==> src/design/bbfa_pkg.sv <==
package bbfa_pkg;

    localparam int MAX_ORDER_DEF       = 8;
    localparam int FRAME_COUNT_MAX_DEF = 65536;
    localparam int MAP_WORD_BITS_DEF   = 32;

    localparam int FUNC_W    = 2;
    localparam int COUNT_W   = 9;
    localparam int IDX_W     = 16;
    localparam int ORD_W     = 4;
    localparam int STATUS_W  = 2;
    localparam int TOTAL_W   = 17;
    localparam int S_TDATA_W = 32;
    localparam int M_TDATA_W = 24;

    localparam logic [TOTAL_W-1:0] TOTAL_RESET = 17'd65536;

    localparam logic [FUNC_W-1:0] FUNC_ALLOC_COUNT = 2'd0;
    localparam logic [FUNC_W-1:0] FUNC_ALLOC_NAMED = 2'd1;
    localparam logic [FUNC_W-1:0] FUNC_FREE        = 2'd2;

    typedef enum logic [STATUS_W-1:0] {
        RES_DONE    = 2'd0,
        RES_NO_FREE = 2'd1,
        RES_BUSY    = 2'd2,
        RES_TOO_BIG = 2'd3
    } res_t;

    typedef enum logic [3:0] {
        ST_CLEAR,
        ST_IDLE,
        ST_DISPATCH,
        ST_SCAN_RD,
        ST_SCAN_CHK,
        ST_NAMED_RD,
        ST_NAMED_CHK,
        ST_MARK_LVL,
        ST_MARK_TEST,
        ST_MARK_RD,
        ST_MARK_WR,
        ST_MARK_NEXT,
        ST_FREE_CHK,
        ST_FREE_RD,
        ST_FREE_WR,
        ST_FREE_UP
    } state_t;

    typedef enum logic [3:0] {
        OP_NONE,
        OP_CLEAR,
        OP_LOAD,
        OP_SCAN_RD,
        OP_SCAN_NEXT,
        OP_SCAN_HIT,
        OP_NAMED_RD,
        OP_MARK_LVL,
        OP_MARK_RD,
        OP_MARK_WR,
        OP_NEXT_LVL,
        OP_FREE_RD,
        OP_FREE_WR,
        OP_FREE_UP
    } op_t;

    typedef struct packed {
        op_t  op;
        logic fin;
        res_t res;
        logic keep;
    } cmd_t;

    typedef struct packed {
        logic              clear_last;
        logic [FUNC_W-1:0] func;
        logic              order_big;
        logic              n_zero;
        logic              named_valid;
        logic              named_busy;
        logic              scan_hit;
        logic              scan_end;
        logic              lvl_empty;
        logic              word_last;
        logic              lvl_last;
        logic              pair_valid;
        logic              buddy_busy;
        logic              out_valid;
    } stat_t;

endpackage

==> src/design/bbfa_ctrl.sv <==
module bbfa_ctrl (
    input  logic           clk,
    input  logic           rst_n,
    input  logic           s_tvalid,
    output logic           s_tready,
    input  bbfa_pkg::stat_t st,
    output bbfa_pkg::cmd_t  cmd
);

    bbfa_pkg::state_t state_reg, state_next;
    logic can_fin;

    assign can_fin  = !st.out_valid;
    assign s_tready = (state_reg == bbfa_pkg::ST_IDLE);

    always_ff @(posedge clk or negedge rst_n)
    begin
        if (!rst_n)
        begin
            state_reg <= bbfa_pkg::ST_CLEAR;
        end
        else
        begin
            state_reg <= state_next;
        end
    end

    always_comb
    begin
        state_next = state_reg;
        case (state_reg)
            bbfa_pkg::ST_CLEAR:
            begin
                if (st.clear_last)
                begin
                    state_next = bbfa_pkg::ST_IDLE;
                end
            end
            bbfa_pkg::ST_IDLE:
            begin
                if (s_tvalid)
                begin
                    state_next = bbfa_pkg::ST_DISPATCH;
                end
            end
            bbfa_pkg::ST_DISPATCH:
            begin
                if (st.func == bbfa_pkg::FUNC_ALLOC_COUNT && !st.order_big && !st.n_zero)
                begin
                    state_next = bbfa_pkg::ST_SCAN_RD;
                end
                else if (st.func == bbfa_pkg::FUNC_ALLOC_NAMED && !st.order_big)
                begin
                    state_next = st.named_valid ? bbfa_pkg::ST_NAMED_RD
                                                : bbfa_pkg::ST_MARK_LVL;
                end
                else if (st.func == bbfa_pkg::FUNC_FREE && !st.order_big)
                begin
                    state_next = bbfa_pkg::ST_FREE_CHK;
                end
                else if (can_fin)
                begin
                    state_next = bbfa_pkg::ST_IDLE;
                end
            end
            bbfa_pkg::ST_SCAN_RD:
            begin
                state_next = bbfa_pkg::ST_SCAN_CHK;
            end
            bbfa_pkg::ST_SCAN_CHK:
            begin
                if (st.scan_hit)
                begin
                    state_next = bbfa_pkg::ST_MARK_LVL;
                end
                else if (!st.scan_end)
                begin
                    state_next = bbfa_pkg::ST_SCAN_RD;
                end
                else if (can_fin)
                begin
                    state_next = bbfa_pkg::ST_IDLE;
                end
            end
            bbfa_pkg::ST_NAMED_RD:
            begin
                state_next = bbfa_pkg::ST_NAMED_CHK;
            end
            bbfa_pkg::ST_NAMED_CHK:
            begin
                if (!st.named_busy)
                begin
                    state_next = bbfa_pkg::ST_MARK_LVL;
                end
                else if (can_fin)
                begin
                    state_next = bbfa_pkg::ST_IDLE;
                end
            end
            bbfa_pkg::ST_MARK_LVL:
            begin
                state_next = bbfa_pkg::ST_MARK_TEST;
            end
            bbfa_pkg::ST_MARK_TEST:
            begin
                state_next = st.lvl_empty ? bbfa_pkg::ST_MARK_NEXT : bbfa_pkg::ST_MARK_RD;
            end
            bbfa_pkg::ST_MARK_RD:
            begin
                state_next = bbfa_pkg::ST_MARK_WR;
            end
            bbfa_pkg::ST_MARK_WR:
            begin
                state_next = st.word_last ? bbfa_pkg::ST_MARK_NEXT : bbfa_pkg::ST_MARK_RD;
            end
            bbfa_pkg::ST_MARK_NEXT:
            begin
                if (!st.lvl_last)
                begin
                    state_next = bbfa_pkg::ST_MARK_LVL;
                end
                else if (can_fin)
                begin
                    state_next = bbfa_pkg::ST_IDLE;
                end
            end
            bbfa_pkg::ST_FREE_CHK:
            begin
                if (st.pair_valid)
                begin
                    state_next = bbfa_pkg::ST_FREE_RD;
                end
                else if (!st.lvl_last)
                begin
                    state_next = bbfa_pkg::ST_FREE_UP;
                end
                else if (can_fin)
                begin
                    state_next = bbfa_pkg::ST_IDLE;
                end
            end
            bbfa_pkg::ST_FREE_RD:
            begin
                state_next = bbfa_pkg::ST_FREE_WR;
            end
            bbfa_pkg::ST_FREE_WR:
            begin
                if (!st.buddy_busy && !st.lvl_last)
                begin
                    state_next = bbfa_pkg::ST_FREE_UP;
                end
                else if (can_fin)
                begin
                    state_next = bbfa_pkg::ST_IDLE;
                end
            end
            bbfa_pkg::ST_FREE_UP:
            begin
                state_next = bbfa_pkg::ST_FREE_CHK;
            end
            default:
            begin
                state_next = bbfa_pkg::ST_IDLE;
            end
        endcase
    end

    always_comb
    begin
        cmd      = '0;
        cmd.op   = bbfa_pkg::OP_NONE;
        cmd.res  = bbfa_pkg::RES_DONE;
        case (state_reg)
            bbfa_pkg::ST_CLEAR:
            begin
                cmd.op = bbfa_pkg::OP_CLEAR;
            end
            bbfa_pkg::ST_IDLE:
            begin
                if (s_tvalid)
                begin
                    cmd.op = bbfa_pkg::OP_LOAD;
                end
            end
            bbfa_pkg::ST_DISPATCH:
            begin
                if (st.func == bbfa_pkg::FUNC_ALLOC_COUNT)
                begin
                    if (st.order_big)
                    begin
                        cmd.fin = can_fin;
                        cmd.res = bbfa_pkg::RES_TOO_BIG;
                    end
                    else if (st.n_zero)
                    begin
                        cmd.fin  = can_fin;
                        cmd.res  = bbfa_pkg::RES_NO_FREE;
                        cmd.keep = 1'b1;
                    end
                end
                else if (st.func == bbfa_pkg::FUNC_ALLOC_NAMED || st.func == bbfa_pkg::FUNC_FREE)
                begin
                    if (st.order_big)
                    begin
                        cmd.fin = can_fin;
                        cmd.res = bbfa_pkg::RES_NO_FREE;
                    end
                end
                else
                begin
                    cmd.fin = can_fin;
                    cmd.res = bbfa_pkg::RES_NO_FREE;
                end
            end
            bbfa_pkg::ST_SCAN_RD:
            begin
                cmd.op = bbfa_pkg::OP_SCAN_RD;
            end
            bbfa_pkg::ST_SCAN_CHK:
            begin
                if (st.scan_hit)
                begin
                    cmd.op = bbfa_pkg::OP_SCAN_HIT;
                end
                else if (!st.scan_end)
                begin
                    cmd.op = bbfa_pkg::OP_SCAN_NEXT;
                end
                else
                begin
                    cmd.fin  = can_fin;
                    cmd.res  = bbfa_pkg::RES_NO_FREE;
                    cmd.keep = 1'b1;
                end
            end
            bbfa_pkg::ST_NAMED_RD:
            begin
                cmd.op = bbfa_pkg::OP_NAMED_RD;
            end
            bbfa_pkg::ST_NAMED_CHK:
            begin
                if (st.named_busy)
                begin
                    cmd.fin  = can_fin;
                    cmd.res  = bbfa_pkg::RES_BUSY;
                    cmd.keep = 1'b1;
                end
            end
            bbfa_pkg::ST_MARK_LVL:
            begin
                cmd.op = bbfa_pkg::OP_MARK_LVL;
            end
            bbfa_pkg::ST_MARK_RD:
            begin
                cmd.op = bbfa_pkg::OP_MARK_RD;
            end
            bbfa_pkg::ST_MARK_WR:
            begin
                cmd.op = bbfa_pkg::OP_MARK_WR;
            end
            bbfa_pkg::ST_MARK_NEXT:
            begin
                if (!st.lvl_last)
                begin
                    cmd.op = bbfa_pkg::OP_NEXT_LVL;
                end
                else
                begin
                    cmd.fin  = can_fin;
                    cmd.keep = 1'b1;
                end
            end
            bbfa_pkg::ST_FREE_CHK:
            begin
                if (!st.pair_valid && st.lvl_last)
                begin
                    cmd.fin  = can_fin;
                    cmd.keep = 1'b1;
                end
            end
            bbfa_pkg::ST_FREE_RD:
            begin
                cmd.op = bbfa_pkg::OP_FREE_RD;
            end
            bbfa_pkg::ST_FREE_WR:
            begin
                // The clearing write is idempotent, so it repeats harmlessly while
                // the previous result still waits.
                cmd.op = bbfa_pkg::OP_FREE_WR;
                if (st.buddy_busy || st.lvl_last)
                begin
                    cmd.fin  = can_fin;
                    cmd.keep = 1'b1;
                end
            end
            bbfa_pkg::ST_FREE_UP:
            begin
                cmd.op = bbfa_pkg::OP_FREE_UP;
            end
            default:
            begin
                cmd.op = bbfa_pkg::OP_NONE;
            end
        endcase
    end

endmodule

==> config.mk <==
export PLATFORM = sky130hd
export DESIGN_NAME = bbfa_ctrl
export DESIGN_NICKNAME = d
export VERILOG_FILES = /design/src/design/bbfa_pkg.sv /design/src/design/bbfa_ctrl.sv
export SDC_FILE = /design/constraint.sdc
export NUM_CORES = 1
export LEC_CHECK = 0
export BUFFER_PORTS_ARGS = -buffer_cell sky130_fd_sc_hd__buf_4
export CORE_ASPECT_RATIO = 1.25
export CORE_MARGIN = 2
export CORE_UTILIZATION = 45
export CTS_CLUSTER_SIZE = 14
export DETAILED_ROUTE_END_ITERATION = 10
export PLACE_DENSITY = 0.71
export SKIP_CTS_REPAIR_TIMING = 1
export SYNTH_ARGS = -nofsm -noshare
export SYNTH_HDL_FRONTEND = slang
export SYNTH_SLANG_ARGS = --single-unit
==> constraint.sdc <==
create_clock -name clk -period 5.8 [get_ports clk]
set_clock_uncertainty 0.2 [all_clocks]
set_input_delay 1.45 -clock clk [delete_from_list [all_inputs] [get_ports clk]]
set_output_delay 1.45 -clock clk [all_outputs]
set_load 0.02 [all_outputs]
# After elaboration in Yosys (flattened, before gate mapping)
# Cells that the tools add are included.
[word_totals]
register_bits = 4
in_bits = 18
output_inout_bits = 9
elab_cells = 78
[op_classes]
n_eq_ne = 19
mux = 41
reduce_logical = 17
[ops]
columns = ["operator", "count"]
rows = [
  ["2-to-1 mux 4 bit", 18],
  ["case mux 4 bit (16 select lines)", 1],
  ["case mux 4 bit (12 select lines)", 1],
  ["== test 4 bit (second input constant)", 8],
  ["2-to-1 mux 3 bit", 6],
  ["== test 4 x 3 -> 1 bit (second input constant)", 4],
  ["case mux 1 bit (6 select lines)", 2],
  ["== test 4 x 2 -> 1 bit (second input constant)", 2],
  ["2-to-1 mux 1 bit", 8],
  ["2-to-1 mux 2 bit", 4],
  ["logical AND 1 bit", 6],
  ["logical NOT 1 bit", 6],
  ["case mux 2 bit (3 select lines)", 1],
  ["== test 4 x 1 -> 1 bit (second input constant)", 1],
  ["logical NOT 4 bit", 1],
  ["!= test 2 bit (second input constant)", 2],
  ["== test 2 x 1 -> 1 bit (second input constant)", 1],
  ["== test 2 bit (second input constant)", 1],
  ["logical NOT 2 bit", 1],
  ["logical OR 1 bit", 2],
  ["AND reduction 2 bit", 1],
]

# Longest topological paths before layout
[depth]
depth_word = 6
mapped_depth = 7
mapped_depth_nobuf = 7

# Worst setup path before layout
# OpenSTA, ideal clock, no wires.
[synth_timing]
path_type = "input to output"
start = "in st[12] (netlist bit)"
end = "out cmd[3] (netlist bit)"
arrival_time_ps = 2500
required_time_ps = 4150
setup_slack_ps = 1650
stages = 6
path_buffers = 0
path_cell_list = "inv_1 > ha_1 > nand2b_1 > a21oi_1 > o21a_1 > a221oi_2"
[synth_rtl]
columns = ["element", "line", "source"]
rows = [
  ["start: declaration", "bbfa_ctrl.sv:6", "input bbfa_pkg::stat_t st,"],
  ["end: declaration", "bbfa_ctrl.sv:7", "output bbfa_pkg::cmd_t cmd"],
]

==> results.md <==
- Status: finished clean
- WL per Instance: around 14 um
- Clock tree from TritonCTS: yes
- Sequential share of the synthesized area: approximately a tenth
- Fin. Hold Viols: 0
- Synthesis-to-finish area growth: 17.8%
- RSZ-0062 raised after global routing: false
- Leak: a little under 0.0005 uW
- Routed via count: 1,076
- Max FO, Critical Path: 5
- Hold path startpoint: state_reg[0]
- Die Wd: roughly 45 um
- Clk Latency, worst-skew pair: 0.23 ns
- Ant diodes: 0
- Reg2reg start: state_reg[2]
- DR vias/cell: ~6.3
- Share of layout cells above drive strength 1: around a quarter
- Pre-antenna DRT Iters: 4
- Critical path origin: st[12]
- Final setup viols: 0
- EDFF count, synth: 0
- Tot GR Track Use: between 20% and 30%
- Mapped Avg Cell Area: a little under 7 sq um
- Worst-margin pin slew: just over 0.9 ns
- Worst IR Drop VDD: roughly 0.00023 V
- Endpoint class of the critical path: output port
- Syn Nets: around 160
- First-pass GRT wire length: 3.91 mm
- Initial antenna violation count: 0
- PortBufs: 26
- DIE HEIGHT: 55.0 um
- Setup TNS: 0 ns
- Post-Syn Instances: roughly 140
- Share of the core filled with cells: 55.6%
- Clock Tree Buf Depth: 2
- DRT antenna net count: 0
- Crit path arrival time: approximately 2.6 ns
- Largest net degree at the start of global routing: 32
- Vias in the first global route: ~950
- CP required: 4.15 ns
- Hpwl dp: 1.74 mm
- Max reg flops: 4
- Nets@finish: between 150 and 200
- Clk slew on worst S/H paths: 0.04 ns
- Headroom to the max-slew limit: approximately 38%
- DP Area: ~1100 sq um
- Maxcap violations: 0
- Period utilization: about three quarters
- Yosys Warn Count: 0
- Finished Layout Cells: 170
- DRT iter0 DRCs: 20
- F_max: about 230 MHz
- Library cells used by synthesis: 46
- Final max-slew violation count: 0
- CTS buffer count: 3
- Period minus WS final: between 4 and 5 ns
- CP startpoint kind: input pin
- Sink Count: 4
- Clock Root Buffer: clkbuf_4
- Crit Path Class: in -> out
- Finished Cell Area: between 1000 and 1500 sq um
- Total core area: 1980 sq um
- IO Count: 27
- Most frequent cells in the layout: buf_4, nand2_1, a21oi_1, nor2_1, nand2b_1
- Site Rows: 18
- Post-Syn Area: around 940 sq um
- Initial Utilization: between 40 and 50%
- DR DRC count: 0
- Hold WC Path Type: reg -> reg
- Die area: around 2500 sq um
- Routed WL: approximately 2.4 mm
- Yosys reg bits: 4
- Placer Congestion: around 0.86
- H-tree Lvls: 1
- Primary FF master, synth: dfrtp_1
- Post-synthesis async set-or-reset flop share: 100%
- Post-Place Cells: between 150 and 200
- Most common cell after layout, fill and taps aside: buf_4
- Total grt overflow: 0
- Pwr/cell area: approximately 450 nW/um^2
## per-stage QoR
step | setup WS, ns | total power, uW | hold WS [ns]
global route | 1.42 | 545 | 0.809
global placement | 1.54 | 458 | 0.733
floorplan | 1.65 | 387 | 0.491
detailed placement | 1.53 | 462 | 0.752
CTS | 1.51 | 498 | 0.757
finish | 1.53 | 500 | 0.743
## power by group
group	internal (uW)	switching (uW)	leakage (uW)
clock	23.1	10.6	0.0000138
sequential	40.9	104	0.0000486
combinational	169	152	0.000430
total	233	267	0.000493
## path summary, 6_finish.rpt
path / to / depth (start not counted) / slack, ns
max: cmd[3] / 8 / 1.53
min reg2reg: state_reg[1] / 2 / 0.74
min: state_reg[1] / 2 / 0.74
min in group asynchronous: state_reg[1] / 1 / 0.80
max reg2reg: state_reg[3] / 5 / 3.65
max in group asynchronous: state_reg[2] / 1 / 4.50
## cells by family after synthesis
kind of cell / share of synthesized area [%]
compound gates: 38.4
fa+ha+maj: 4.01
buf+inv: 11.0
flops: 10.7
simple gates: 36.0
## synth_stat cells, types with 4 or more instances
cell,n,share of area (%)
a21oi_1,9,4.8
dfrtp_1,4,11
nand2_1,17,6.8
a32oi_1,4,3.7
nor2_1,9,3.6
buf_2,10,5.3
nor3_1,4,2.1
nor3b_1,4,3.2
o21ai_0,7,3.7
inv_1,7,2.8
nand2b_1,8,5.3
a21o_1,4,3.2
## critical path, stage by stage
cell and delay (ns):
buf_4 0.11, inv_1 0.07, ha_1 0.21, nand2b_1 0.12, a21oi_1 0.06, o21a_1 0.19, a221oi_2 0.23, buf_4 0.17
## per-layer routing
layer / GRT usage, % / vias up / routed length [um]
met2: 34.3 / 53 / 1100
met1: 27.3 / 491 / 1030
met3: 1.30 / 7 / 184
met5: 0 / - / 0
li1: - / 525 / -
met4: 9.80 / 0 / 41
## area by class of cell
type	count	area, sq um
multi-input cells	110	733
fillers	196	880
well taps	20	25.0
clock buffers	3	22.5
flip-flops and latches	4	100
inverters	7	26.3
repair buffers	26	195
(Power assumes the default switching activity.)
